### src/dsm_pkg.sv
// ----------------------------------------------------------------------------
// dsm_pkg
// Shared widths, constants and inter-stage types of the differential
// steering mixer.
// ----------------------------------------------------------------------------
package dsm_pkg;

    // full-scale pwm duty
    localparam int DUTY_MAX = 1023;
    localparam int DUTY_W   = 10;

    // field widths
    localparam int JOY_W    = 8;
    localparam int LIMIT_W  = 7;
    localparam int LEVEL_W  = 10;
    localparam int CFG_W    = 10;
    localparam int CFG_IDX_W = 2;

    // premix and blend arithmetic
    localparam int PREMIX_W = 9;
    localparam int WEIGHT_W = 16;
    localparam int PROD_W   = 24;
    localparam int NUM_W    = 23;
    localparam int DEN_W    = 14;

    // divider: two quotient bits per stage
    localparam int QUO_W      = 8;
    localparam int DIV_STAGES = QUO_W / 2;

    // shaping arithmetic
    localparam int REMAP_P_W = QUO_W + LEVEL_W;
    localparam int MIX_W     = 12;
    localparam int MAG_W     = 11;

    // reset values of the configuration registers
    localparam logic [LIMIT_W-1:0] PIVOT_LIMIT_RST    = 7'd32;
    localparam logic [LEVEL_W-1:0] MOVE_THRESHOLD_RST = 10'd128;
    localparam logic [LEVEL_W-1:0] MIN_SPEED_RST      = 10'd768;

    // premix base level
    localparam logic signed [PREMIX_W-1:0] PREMIX_BASE = 9'sd99;

    // percent scaling of the blend and of the duty
    localparam logic [DEN_W-1:0] PERCENT = 14'd100;

    // magnitude at and above which the duty saturates
    localparam logic [MAG_W-1:0] SAT_MAG = 11'd101;

    // configuration register indexes
    typedef enum logic [CFG_IDX_W-1:0] {
        CFG_PIVOT_LIMIT    = 2'd0,
        CFG_MOVE_THRESHOLD = 2'd1,
        CFG_MIN_SPEED      = 2'd2
    } cfg_index_t;

    // signed numerator as sign and magnitude, with its divisor
    typedef struct packed {
        logic             valid;
        logic             neg;
        logic [NUM_W-1:0] num;
        logic [DEN_W-1:0] den;
    } div_req_t;

    // truncated quotient as sign and magnitude
    typedef struct packed {
        logic             valid;
        logic             neg;
        logic [QUO_W-1:0] quo;
    } div_rsp_t;

    // one motor command
    typedef struct packed {
        logic              valid;
        logic              reverse;
        logic [DUTY_W-1:0] duty;
    } motor_cmd_t;

endpackage

### src/dsm_front.sv
// ----------------------------------------------------------------------------
// dsm_front
// Premix selection, blend weight and the signed blend numerators for both
// sides, in five register stages.
// ----------------------------------------------------------------------------
module dsm_front (
    input  logic                               clk,
    input  logic                               rst_n,
    input  logic                               in_valid,
    input  logic signed [dsm_pkg::JOY_W-1:0]   joy_x,
    input  logic signed [dsm_pkg::JOY_W-1:0]   joy_y,
    input  logic [dsm_pkg::LIMIT_W-1:0]        pivot_limit,
    output dsm_pkg::div_req_t                  left_req,
    output dsm_pkg::div_req_t                  right_req
);

    localparam int STAGES = 5;

    logic [STAGES-1:0] vld_reg;

    // stage 1: premix by quadrant and blend weight
    logic [dsm_pkg::JOY_W-1:0]                  abs_y;
    logic signed [dsm_pkg::PREMIX_W-1:0]        x_ext;
    logic signed [dsm_pkg::JOY_W-1:0]           x1_reg, y1_reg;
    logic signed [dsm_pkg::PREMIX_W-1:0]        pl1_reg, pl1_next, pr1_reg, pr1_next;
    logic [dsm_pkg::LIMIT_W-1:0]                a1_reg, a1_next;

    always_comb
    begin
        abs_y = joy_y[dsm_pkg::JOY_W-1] ? (~joy_y + 8'sd1) : joy_y;
        x_ext = {joy_x[dsm_pkg::JOY_W-1], joy_x};
        if (abs_y < {1'b0, pivot_limit})
        begin
            a1_next = abs_y[dsm_pkg::LIMIT_W-1:0];
        end
        else
        begin
            a1_next = pivot_limit;
        end
        if (!joy_y[dsm_pkg::JOY_W-1])
        begin
            pl1_next = joy_x[dsm_pkg::JOY_W-1] ? dsm_pkg::PREMIX_BASE + x_ext
                                               : dsm_pkg::PREMIX_BASE;
            pr1_next = joy_x[dsm_pkg::JOY_W-1] ? dsm_pkg::PREMIX_BASE
                                               : dsm_pkg::PREMIX_BASE - x_ext;
        end
        else
        begin
            pl1_next = joy_x[dsm_pkg::JOY_W-1] ? dsm_pkg::PREMIX_BASE
                                               : dsm_pkg::PREMIX_BASE - x_ext;
            pr1_next = joy_x[dsm_pkg::JOY_W-1] ? dsm_pkg::PREMIX_BASE + x_ext
                                               : dsm_pkg::PREMIX_BASE;
        end
    end

    // stage 2: weighted premix, pivot weight and divisor
    logic                                       lim_zero;
    logic signed [dsm_pkg::WEIGHT_W-1:0]        a_s, pl_s, pr_s;
    logic signed [dsm_pkg::WEIGHT_W-1:0]        tl2_reg, tl2_next, tr2_reg, tr2_next;
    logic [dsm_pkg::DEN_W-1:0]                  c2_reg, c2_next, den2_reg, den2_next;
    logic [dsm_pkg::LIMIT_W-1:0]                lim_gap;
    logic signed [dsm_pkg::JOY_W-1:0]           x2_reg, y2_reg;

    always_comb
    begin
        lim_zero = (pivot_limit == '0);
        lim_gap  = pivot_limit - a1_reg;
        a_s      = {{(dsm_pkg::WEIGHT_W-dsm_pkg::LIMIT_W){1'b0}}, a1_reg};
        pl_s     = {{(dsm_pkg::WEIGHT_W-dsm_pkg::PREMIX_W){pl1_reg[dsm_pkg::PREMIX_W-1]}},
                    pl1_reg};
        pr_s     = {{(dsm_pkg::WEIGHT_W-dsm_pkg::PREMIX_W){pr1_reg[dsm_pkg::PREMIX_W-1]}},
                    pr1_reg};
        if (lim_zero)
        begin
            // no pivot blend: plain throttle over one percent
            tl2_next  = pl_s;
            tr2_next  = pr_s;
            c2_next   = '0;
            den2_next = dsm_pkg::PERCENT;
        end
        else
        begin
            tl2_next  = a_s * pl_s;
            tr2_next  = a_s * pr_s;
            c2_next   = {{(dsm_pkg::DEN_W-dsm_pkg::LIMIT_W){1'b0}}, lim_gap}
                        * dsm_pkg::PERCENT;
            den2_next = {{(dsm_pkg::DEN_W-dsm_pkg::LIMIT_W){1'b0}}, pivot_limit}
                        * dsm_pkg::PERCENT;
        end
    end

    // stage 3: throttle and pivot products
    logic signed [dsm_pkg::PROD_W-1:0]          y_s, x_s, c_s, tl_s, tr_s;
    logic signed [dsm_pkg::PROD_W-1:0]          ml3_reg, ml3_next, mr3_reg, mr3_next;
    logic signed [dsm_pkg::PROD_W-1:0]          pv3_reg, pv3_next;
    logic [dsm_pkg::DEN_W-1:0]                  den3_reg;

    always_comb
    begin
        y_s  = {{(dsm_pkg::PROD_W-dsm_pkg::JOY_W){y2_reg[dsm_pkg::JOY_W-1]}}, y2_reg};
        x_s  = {{(dsm_pkg::PROD_W-dsm_pkg::JOY_W){x2_reg[dsm_pkg::JOY_W-1]}}, x2_reg};
        c_s  = {{(dsm_pkg::PROD_W-dsm_pkg::DEN_W){1'b0}}, c2_reg};
        tl_s = {{(dsm_pkg::PROD_W-dsm_pkg::WEIGHT_W){tl2_reg[dsm_pkg::WEIGHT_W-1]}}, tl2_reg};
        tr_s = {{(dsm_pkg::PROD_W-dsm_pkg::WEIGHT_W){tr2_reg[dsm_pkg::WEIGHT_W-1]}}, tr2_reg};
        ml3_next = tl_s * y_s;
        mr3_next = tr_s * y_s;
        pv3_next = c_s * x_s;
    end

    // stage 4: blend sums, pivot is +x on the left and -x on the right
    logic signed [dsm_pkg::PROD_W-1:0]          nl4_reg, nl4_next, nr4_reg, nr4_next;
    logic [dsm_pkg::DEN_W-1:0]                  den4_reg;

    always_comb
    begin
        nl4_next = ml3_reg + pv3_reg;
        nr4_next = mr3_reg - pv3_reg;
    end

    // stage 5: sign and magnitude for the divider
    logic [dsm_pkg::PROD_W-1:0]                 abs_l, abs_r;
    logic                                       negl5_reg, negr5_reg;
    logic [dsm_pkg::NUM_W-1:0]                  magl5_reg, magr5_reg;
    logic [dsm_pkg::DEN_W-1:0]                  den5_reg;

    always_comb
    begin
        abs_l = nl4_reg[dsm_pkg::PROD_W-1] ? 24'(-nl4_reg) : 24'(nl4_reg);
        abs_r = nr4_reg[dsm_pkg::PROD_W-1] ? 24'(-nr4_reg) : 24'(nr4_reg);
    end

    // valid bits
    always_ff @(posedge clk or negedge rst_n)
    begin
        if (!rst_n)
        begin
            vld_reg <= '0;
        end
        else
        begin
            vld_reg <= {vld_reg[STAGES-2:0], in_valid};
        end
    end

    // payload stages
    always_ff @(posedge clk)
    begin
        x1_reg    <= joy_x;
        y1_reg    <= joy_y;
        pl1_reg   <= pl1_next;
        pr1_reg   <= pr1_next;
        a1_reg    <= a1_next;

        x2_reg    <= x1_reg;
        y2_reg    <= y1_reg;
        tl2_reg   <= tl2_next;
        tr2_reg   <= tr2_next;
        c2_reg    <= c2_next;
        den2_reg  <= den2_next;

        ml3_reg   <= ml3_next;
        mr3_reg   <= mr3_next;
        pv3_reg   <= pv3_next;
        den3_reg  <= den2_reg;

        nl4_reg   <= nl4_next;
        nr4_reg   <= nr4_next;
        den4_reg  <= den3_reg;

        negl5_reg <= nl4_reg[dsm_pkg::PROD_W-1];
        negr5_reg <= nr4_reg[dsm_pkg::PROD_W-1];
        magl5_reg <= abs_l[dsm_pkg::NUM_W-1:0];
        magr5_reg <= abs_r[dsm_pkg::NUM_W-1:0];
        den5_reg  <= den4_reg;
    end

    // requests to the dividers
    always_comb
    begin
        left_req.valid  = vld_reg[STAGES-1];
        left_req.neg    = negl5_reg;
        left_req.num    = magl5_reg;
        left_req.den    = den5_reg;
        right_req.valid = vld_reg[STAGES-1];
        right_req.neg   = negr5_reg;
        right_req.num   = magr5_reg;
        right_req.den   = den5_reg;
    end

endmodule

### src/dsm_divider.sv
// ----------------------------------------------------------------------------
// dsm_divider
// Pipelined restoring divider on magnitudes: two quotient bits per stage,
// quotient known to stay below 2**QUO_W.
// ----------------------------------------------------------------------------
module dsm_divider (
    input  logic               clk,
    input  logic               rst_n,
    input  dsm_pkg::div_req_t  req,
    output dsm_pkg::div_rsp_t  rsp
);

    localparam int LAST = dsm_pkg::DIV_STAGES - 1;

    logic                          vld_reg [dsm_pkg::DIV_STAGES];
    logic                          neg_reg [dsm_pkg::DIV_STAGES];
    logic [dsm_pkg::QUO_W-1:0]     quo_reg [dsm_pkg::DIV_STAGES];
    logic [dsm_pkg::NUM_W-1:0]     rem_reg [LAST];
    logic [dsm_pkg::DEN_W-1:0]     den_reg [LAST];

    for (genvar s = 0; s < dsm_pkg::DIV_STAGES; s++)
    begin : g_stage
        localparam int HI = dsm_pkg::QUO_W - 1 - 2 * s;

        logic                      vld_in, neg_in;
        logic [dsm_pkg::NUM_W-1:0] rem_in, rem_mid, rem_out, sh_hi, sh_lo, den_ext;
        logic [dsm_pkg::DEN_W-1:0] den_in;
        logic [dsm_pkg::QUO_W-1:0] quo_in, quo_next;

        // stage input from the request or the previous stage
        if (s == 0)
        begin : g_first
            assign vld_in = req.valid;
            assign neg_in = req.neg;
            assign rem_in = req.num;
            assign den_in = req.den;
            assign quo_in = '0;
        end
        else
        begin : g_next
            assign vld_in = vld_reg[s-1];
            assign neg_in = neg_reg[s-1];
            assign rem_in = rem_reg[s-1];
            assign den_in = den_reg[s-1];
            assign quo_in = quo_reg[s-1];
        end

        // two compare-subtract steps
        always_comb
        begin
            den_ext  = {{(dsm_pkg::NUM_W-dsm_pkg::DEN_W){1'b0}}, den_in};
            sh_hi    = den_ext << HI;
            sh_lo    = den_ext << (HI - 1);
            quo_next = quo_in;
            if (rem_in >= sh_hi)
            begin
                rem_mid      = rem_in - sh_hi;
                quo_next[HI] = 1'b1;
            end
            else
            begin
                rem_mid = rem_in;
            end
            if (rem_mid >= sh_lo)
            begin
                rem_out          = rem_mid - sh_lo;
                quo_next[HI - 1] = 1'b1;
            end
            else
            begin
                rem_out = rem_mid;
            end
        end

        always_ff @(posedge clk or negedge rst_n)
        begin
            if (!rst_n)
            begin
                vld_reg[s] <= 1'b0;
            end
            else
            begin
                vld_reg[s] <= vld_in;
            end
        end

        always_ff @(posedge clk)
        begin
            neg_reg[s] <= neg_in;
            quo_reg[s] <= quo_next;
        end

        // the last stage carries no remainder or divisor on
        if (s < LAST)
        begin : g_carry
            always_ff @(posedge clk)
            begin
                rem_reg[s] <= rem_out;
                den_reg[s] <= den_in;
            end
        end
    end

    always_comb
    begin
        rsp.valid = vld_reg[LAST];
        rsp.neg   = neg_reg[LAST];
        rsp.quo   = quo_reg[LAST];
    end

endmodule

### src/dsm_shaper.sv
// ----------------------------------------------------------------------------
// dsm_shaper
// Minimum-speed remap, percent-to-duty scaling and saturation for one side,
// in four register stages.
// ----------------------------------------------------------------------------
module dsm_shaper (
    input  logic                          clk,
    input  logic                          rst_n,
    input  dsm_pkg::div_rsp_t             mix,
    input  logic [dsm_pkg::LEVEL_W-1:0]   move_threshold,
    input  logic [dsm_pkg::LEVEL_W-1:0]   min_speed,
    output dsm_pkg::motor_cmd_t           cmd
);

    localparam int STAGES = 4;
    // floor(w/100) as (w*RECIP_100) >> RECIP_SH, exact for w up to 2300
    localparam logic [12:0] RECIP_100 = 13'd5243;
    localparam int          RECIP_SH  = 19;
    localparam int          FRAC_W    = 12;
    localparam int          FRAC_P_W  = 25;

    logic [STAGES-1:0] vld_reg;

    // stage 1: signed mix, remap decision and remap product
    logic [dsm_pkg::LEVEL_W-1:0]        span;
    logic signed [dsm_pkg::QUO_W:0]     m1_reg, m1_next;
    logic                               remap1_reg, remap1_next;
    logic [dsm_pkg::REMAP_P_W-1:0]      p1_reg, p1_next;

    always_comb
    begin
        span        = 10'(dsm_pkg::DUTY_MAX) - min_speed;
        m1_next     = mix.neg ? -$signed({1'b0, mix.quo}) : $signed({1'b0, mix.quo});
        remap1_next = !mix.neg && ({2'b0, mix.quo} > move_threshold);
        p1_next     = {{dsm_pkg::LEVEL_W{1'b0}}, mix.quo}
                      * {{dsm_pkg::QUO_W{1'b0}}, span};
    end

    // stage 2: product over DUTY_MAX by shift and one correction, then offset
    logic [dsm_pkg::QUO_W-1:0]          q0, q_fix;
    logic [dsm_pkg::LEVEL_W:0]          r0;
    logic signed [dsm_pkg::MIX_W-1:0]   m2_reg, m2_next;

    always_comb
    begin
        q0    = p1_reg[dsm_pkg::REMAP_P_W-1:dsm_pkg::LEVEL_W];
        r0    = {1'b0, p1_reg[dsm_pkg::LEVEL_W-1:0]} + {3'b0, q0};
        q_fix = (r0 >= 11'(dsm_pkg::DUTY_MAX)) ? q0 + 8'd1 : q0;
        if (remap1_reg)
        begin
            m2_next = $signed({2'b0, min_speed} + {4'b0, q_fix});
        end
        else
        begin
            m2_next = {{(dsm_pkg::MIX_W-dsm_pkg::QUO_W-1){m1_reg[dsm_pkg::QUO_W]}}, m1_reg};
        end
    end

    // stage 3: direction, magnitude and the two scaled parts
    logic [dsm_pkg::MIX_W-1:0]          abs_m;
    logic [dsm_pkg::MAG_W-1:0]          mag;
    logic                               rev3_reg, sat3_reg;
    logic [FRAC_W-1:0]                  w3_reg, w3_next;
    logic [dsm_pkg::MAG_W-1:0]          tens3_reg, tens3_next;

    always_comb
    begin
        abs_m      = m2_reg[dsm_pkg::MIX_W-1] ? 12'(-m2_reg) : 12'(m2_reg);
        mag        = abs_m[dsm_pkg::MAG_W-1:0];
        // |m|*1023/100 = 10*|m| + floor(23*|m|/100)
        w3_next    = {5'b0, mag[6:0]} * 12'd23;
        tens3_next = {4'b0, mag[6:0]} * 11'd10;
    end

    // stage 4: final duty with saturation
    logic [FRAC_P_W-1:0]                frac_p;
    logic [dsm_pkg::MAG_W-1:0]          duty_sum;
    logic                               rev4_reg;
    logic [dsm_pkg::DUTY_W-1:0]         duty4_reg, duty4_next;

    always_comb
    begin
        frac_p   = {{(FRAC_P_W-FRAC_W){1'b0}}, w3_reg} * {12'b0, RECIP_100};
        duty_sum = tens3_reg + {5'b0, frac_p[FRAC_P_W-1:RECIP_SH]};
        if (sat3_reg)
        begin
            duty4_next = 10'(dsm_pkg::DUTY_MAX);
        end
        else
        begin
            duty4_next = duty_sum[dsm_pkg::DUTY_W-1:0];
        end
    end

    // valid bits
    always_ff @(posedge clk or negedge rst_n)
    begin
        if (!rst_n)
        begin
            vld_reg <= '0;
        end
        else
        begin
            vld_reg <= {vld_reg[STAGES-2:0], mix.valid};
        end
    end

    // payload stages
    always_ff @(posedge clk)
    begin
        m1_reg     <= m1_next;
        remap1_reg <= remap1_next;
        p1_reg     <= p1_next;

        m2_reg     <= m2_next;

        rev3_reg   <= m2_reg[dsm_pkg::MIX_W-1];
        sat3_reg   <= (mag >= dsm_pkg::SAT_MAG);
        w3_reg     <= w3_next;
        tens3_reg  <= tens3_next;

        rev4_reg   <= rev3_reg;
        duty4_reg  <= duty4_next;
    end

    always_comb
    begin
        cmd.valid   = vld_reg[STAGES-1];
        cmd.reverse = rev4_reg;
        cmd.duty    = duty4_reg;
    end

endmodule

### src/differential_steering_mixer_top.sv
// ----------------------------------------------------------------------------
// differential_steering_mixer_top
// Joystick sample to left and right motor commands (direction and pwm duty).
// ----------------------------------------------------------------------------
// A sample is taken on every clock edge where start is high; busy never rises,
// so one item may enter each cycle. Each item gives one result after passing
// 5 stages of blend arithmetic, 4 stages of the two-bit-per-stage divider and
// 4 stages of remap and duty scaling, shown for exactly one cycle
// with done high, in the order the items entered. There is no output buffer:
// the receiver must take every result in the cycle it appears. Configuration
// writes take effect at once and should be made only while no item is in
// flight.
// ----------------------------------------------------------------------------
module differential_steering_mixer_top (
    input  logic                               clk,
    input  logic                               rst_n,
    input  logic                               start,
    output logic                               busy,
    input  logic signed [dsm_pkg::JOY_W-1:0]   joy_x,
    input  logic signed [dsm_pkg::JOY_W-1:0]   joy_y,
    input  logic                               cfg_we,
    input  logic [dsm_pkg::CFG_IDX_W-1:0]      cfg_index,
    input  logic [dsm_pkg::CFG_W-1:0]          cfg_wdata,
    output logic                               done,
    output logic                               left_reverse,
    output logic [dsm_pkg::DUTY_W-1:0]         left_duty,
    output logic                               right_reverse,
    output logic [dsm_pkg::DUTY_W-1:0]         right_duty
);

    logic [dsm_pkg::LIMIT_W-1:0]  pivot_limit_reg;
    logic [dsm_pkg::LEVEL_W-1:0]  move_threshold_reg;
    logic [dsm_pkg::LEVEL_W-1:0]  min_speed_reg;

    dsm_pkg::div_req_t    left_req, right_req;
    dsm_pkg::div_rsp_t    left_mix, right_mix;
    dsm_pkg::motor_cmd_t  left_cmd, right_cmd;

    // the pipeline takes an item every cycle
    assign busy = 1'b0;

    // configuration registers
    always_ff @(posedge clk or negedge rst_n)
    begin
        if (!rst_n)
        begin
            pivot_limit_reg    <= dsm_pkg::PIVOT_LIMIT_RST;
            move_threshold_reg <= dsm_pkg::MOVE_THRESHOLD_RST;
            min_speed_reg      <= dsm_pkg::MIN_SPEED_RST;
        end
        else if (cfg_we)
        begin
            case (dsm_pkg::cfg_index_t'(cfg_index))
                dsm_pkg::CFG_PIVOT_LIMIT:
                begin
                    pivot_limit_reg <= cfg_wdata[dsm_pkg::LIMIT_W-1:0];
                end
                dsm_pkg::CFG_MOVE_THRESHOLD:
                begin
                    move_threshold_reg <= cfg_wdata[dsm_pkg::LEVEL_W-1:0];
                end
                dsm_pkg::CFG_MIN_SPEED:
                begin
                    min_speed_reg <= cfg_wdata[dsm_pkg::LEVEL_W-1:0];
                end
                default:
                begin
                    // unknown index, write dropped
                end
            endcase
        end
    end

    // premix and blend numerators
    dsm_front u_front (
        .clk         (clk),
        .rst_n       (rst_n),
        .in_valid    (start & ~busy),
        .joy_x       (joy_x),
        .joy_y       (joy_y),
        .pivot_limit (pivot_limit_reg),
        .left_req    (left_req),
        .right_req   (right_req)
    );

    // blend quotients
    dsm_divider u_div_left (
        .clk   (clk),
        .rst_n (rst_n),
        .req   (left_req),
        .rsp   (left_mix)
    );

    dsm_divider u_div_right (
        .clk   (clk),
        .rst_n (rst_n),
        .req   (right_req),
        .rsp   (right_mix)
    );

    // remap and duty per side
    dsm_shaper u_shape_left (
        .clk            (clk),
        .rst_n          (rst_n),
        .mix            (left_mix),
        .move_threshold (move_threshold_reg),
        .min_speed      (min_speed_reg),
        .cmd            (left_cmd)
    );

    dsm_shaper u_shape_right (
        .clk            (clk),
        .rst_n          (rst_n),
        .mix            (right_mix),
        .move_threshold (move_threshold_reg),
        .min_speed      (min_speed_reg),
        .cmd            (right_cmd)
    );

    // result item, both sides travel in lockstep
    assign done          = left_cmd.valid & right_cmd.valid;
    assign left_reverse  = left_cmd.reverse;
    assign left_duty     = left_cmd.duty;
    assign right_reverse = right_cmd.reverse;
    assign right_duty    = right_cmd.duty;

endmodule
### config.mk
export PLATFORM = sky130hd
export DESIGN_NAME = differential_steering_mixer_top
export DESIGN_NICKNAME = d
export VERILOG_FILES = /design/src/dsm_pkg.sv /design/src/dsm_front.sv /design/src/dsm_divider.sv /design/src/dsm_shaper.sv /design/src/differential_steering_mixer_top.sv
export SDC_FILE = /design/constraint.sdc
export NUM_CORES = 2
export LEC_CHECK = 0
export BUFFER_PORTS_ARGS = -buffer_cell sky130_fd_sc_hd__buf_2
export CORE_UTILIZATION = 30
export CTS_BUF_LIST = sky130_fd_sc_hd__clkbuf_8
export DETAILED_ROUTE_END_ITERATION = 6
export GPL_TIMING_DRIVEN = 0
export MAX_ROUTING_LAYER = met4
export PLACE_DENSITY = 0.53
export SKIP_LAST_GASP = 1
export SLEW_MARGIN = 15
export SYNTH_ARGS = -nofsm -noshare
export SYNTH_HDL_FRONTEND = slang
export SYNTH_SLANG_ARGS = --single-unit
### constraint.sdc
create_clock -name clk -period 11.5 [get_ports clk]
set_input_delay 2.3 -clock clk [delete_from_list [all_inputs] [get_ports clk]]
set_output_delay 2.3 -clock clk [all_outputs]
set_load 0.005 [all_outputs]
==> results by group <==
Run status
  – Run status: finished, violations left
  – Violated checks: design-rule violations

Drt
  – DRT iter0 DRCs: 2084
  – DRC viols: 3
  – Wirelength per Cell: between 15 and 20 um
  – Number of detailed-route iterations in the first pass: 7
  – Final routed wirelength across all metal layers: about 160 mm
  – Via density per instance: 4.69
  – Number of routed nets with antenna violations: 0
  – Via total after detailed routing: between 40000 and 50000

Yosys
  – Most numerous cell types in the synthesized netlist: sky130_fd_sc_hd__inv_1 (1049), sky130_fd_sc_hd__ha_1 (876), sky130_fd_sc_hd__dfxtp_1 (682)
  – Async SR Flop Fraction: 0.0554
  – Top cell type by total area after synthesis: sky130_fd_sc_hd__dfxtp_1
  – Most common cell in the netlist: sky130_fd_sc_hd__inv_1
  – Total of warnings raised by yosys: 0
  – Mapped Area: 0.0643 sq mm
  – Top FF cell, synth: sky130_fd_sc_hd__dfxtp_1
  – Syn Area/Cell: 9.34 sq um
  – Sequential share of the synthesized area: 0.228
  – Leading post-synthesis cells by cell area: sky130_fd_sc_hd__dfxtp_1 (21%), sky130_fd_sc_hd__fa_1 (18%), sky130_fd_sc_hd__ha_1 (17%)
  – Number of flops mapped to enable cells by yosys: 0
  – Nets in the synthesized netlist: about 8400
  – Number of unique standard cell types used by synthesis: 110
  – Register bit total from synthesis: 722
  – Area share of the largest cell type after synthesis: 0.212
  – Post-synthesis instance total: between 6000 and 7000

STA
  – Transition time of the tightest slew-check pin: a little under 1000 ps
  – Hold Vio Cnt, Final: 0
  – Setup violators final: 0
  – Tcrit/Tclk final: 0.608
  – Post-layout minimum cycle time: 7000 ps
  – Setup repair after global routing missed its margin: no
  – Number of pins with negative max-slew slack in the final report: 0
  – Worst clock skew on the final layout: 61.8 ps
  – Maximum clock frequency: 143 MHz
  – Final sum of negative setup slack: 0 ps
  – Worst-case headroom to the max-slew limit: 0.350

Critical path
  – Critical-path maximum fanout: 10
  – Worst Setup Path Type: reg2reg
  – FF-to-FF path depth: 23
  – Setup crit start kind: register
  – Kind of end point of the critical path: register
  – Worst path arrival time: 7730 ps
  – Critical path required time: 12230 ps

Layout
  – Post-layout instance count excluding filler cells: ~10000
  – Share of cells above drive strength 1: 0.0689
  – Layout Area Growth over Synthesis: 10.7%
  – Post-layout net count: 8580

Global route
  – Wire length of the first global-routing pass: 264 mm
  – Initial antenna violation count: 8
  – Overflow after GRT: 0
  – Pin count of the biggest net entering global routing: 41
  – All-layer global routing usage: 0.157
  – Number of global-route vias before repair: 49300

Clock network
  – Sink Count: 722
  – Post-cts resize count: 0
  – Clock latency on the worst-skew pair: 880 ps
  – Clock buffer count from CTS: 143
  – Number of buffers inserted to repair setup after CTS: 0
  – Hold bufs inserted after CTS: 0
  – Post-CTS clock slew at the launch and capture registers of the worst setup and hold paths: 60 ps
  – Clock root buffer: sky130_fd_sc_hd__clkbuf_8
  – CTS H-tree depth: 4
  – Clock buffer depth: 3
  – CTS tree: yes

Floorplanning
  – Floorplan die width: 465 um
  – Starting Density: 0.302
  – Number of standard-cell rows in the floorplan: 169
  – I/O Pins: 56
  – Placeable core region: 0.213 sq mm
  – Die Y-Extent: approximately 460 um
  – Die area: around 0.22 sq mm

Worst hold path
  – Hold Path Cell Cnt: 0
  – Tightest Hold Check Type: reg2reg

Place
  – Post-detail-place hpwl: about 140 mm
  – GPL Wtd Cong: 0.870
  – Number of placed instances with taps included: 9755
  – Count of buffers from port buffering: 54

Run
  – Max-cap violations: 0
area by class of cell:
| cell class | instances | area (sq um) |
|---|---|---|
| timing repair buffer | 55 | 284 |
| multi-input combinational | 4974 | 45100 |
| tap | 2821 | 3530 |
| antenna | 4 | 10.0 |
| inverter | 1054 | 3960 |
| sequential | 722 | 14700 |
| clock buffer | 166 | 2280 |
| fill | 21800 | 141000 |
| clock inverter | 85 | 787 |
| buffer | 129 | 542 |
critical path, cell delays in order (launching register included):
cell                       delay (ps)
sky130_fd_sc_hd__dfxtp_1          550
sky130_fd_sc_hd__inv_1            270
sky130_fd_sc_hd__fa_1             510
sky130_fd_sc_hd__a21o_1           200
sky130_fd_sc_hd__a21oi_1          230
sky130_fd_sc_hd__nor2b_1          120
sky130_fd_sc_hd__o211ai_1         220
sky130_fd_sc_hd__nand3b_1         210
sky130_fd_sc_hd__clkbuf_1         310
sky130_fd_sc_hd__o21ai_0          470
sky130_fd_sc_hd__inv_1             90
sky130_fd_sc_hd__ha_1             300
sky130_fd_sc_hd__nor2b_1          130
sky130_fd_sc_hd__o21ai_0          270
sky130_fd_sc_hd__a21oi_1          150
sky130_fd_sc_hd__o41ai_1          740
sky130_fd_sc_hd__o211ai_1         270
sky130_fd_sc_hd__a21oi_1          290
sky130_fd_sc_hd__and4_1           240
sky130_fd_sc_hd__clkbuf_1         390
sky130_fd_sc_hd__clkinv_1         410
sky130_fd_sc_hd__buf_2            310
sky130_fd_sc_hd__nor2_1           110
sky130_fd_sc_hd__a21oi_1           60
stage by stage:
stage	util	setup slack, ps	area, sq um	hold slack [ps]
floorplan	-	5590	64300	310
global placement	0.320	4730	68100	312
detailed placement	0.320	4620	68100	312
CTS	0.335	4570	71200	283
global route	0.335	3940	71200	314
finish	0.335	4500	71200	309
cell families after synthesis:
| kind of cell | share of synthesized area |
|---|---|
| DFF | 0.228 |
| other | 0.0000583 |
| adders and majority gates | 0.355 |
| AOI/OAI and AO/OA | 0.111 |
| and+or+nand+nor | 0.149 |
| muxes | 0.0245 |
| xor gates and xnor gates | 0.0627 |
| buffers and inverters | 0.0700 |
metal layers:
layer | wire length (um) | part of all wire | track usage
met5 | 0 | 0 | -
met4 | 5440 | 0.033 | 0.0568
met3 | 5400 | 0.033 | 0.0194
met2 | 77000 | 0.47 | 0.260
met1 | 75700 | 0.46 | 0.197
path summary, 6_finish.rpt:
check | end | startpoint | slack [ps]
setup / recovery | u_div_left.rem_reg[0][16] | u_front.den5_reg[3] | 4500
hold reg to reg | u_div_right.quo_reg[1][7] | u_div_right.quo_reg[0][7] | 310
max in group asynchronous | move_threshold_reg[1] | rst_n | 9520
setup reg to reg | u_div_left.rem_reg[0][16] | u_front.den5_reg[3] | 4500
min in group asynchronous | pivot_limit_reg[6] | rst_n | 1440
hold / removal | u_div_right.quo_reg[1][7] | u_div_right.quo_reg[0][7] | 310
cell usage in the layout, fill, tap and decap left out, types with 167 or more instances in the layout:
cell type / count
sky130_fd_sc_hd__inv_1: 1085
sky130_fd_sc_hd__ha_1: 876
sky130_fd_sc_hd__dfxtp_1: 682
sky130_fd_sc_hd__fa_1: 593
sky130_fd_sc_hd__nand2_1: 403
sky130_fd_sc_hd__and2_1: 343
sky130_fd_sc_hd__xnor2_1: 341
sky130_fd_sc_hd__nor2_1: 313
sky130_fd_sc_hd__a21oi_1: 301
sky130_fd_sc_hd__o21ai_0: 239
sky130_fd_sc_hd__nand2b_1: 182
sky130_fd_sc_hd__clkbuf_8: 167
Power is not shown: default switching activity piles up to over one toggle a cycle in this logic, so the estimate is an artifact.
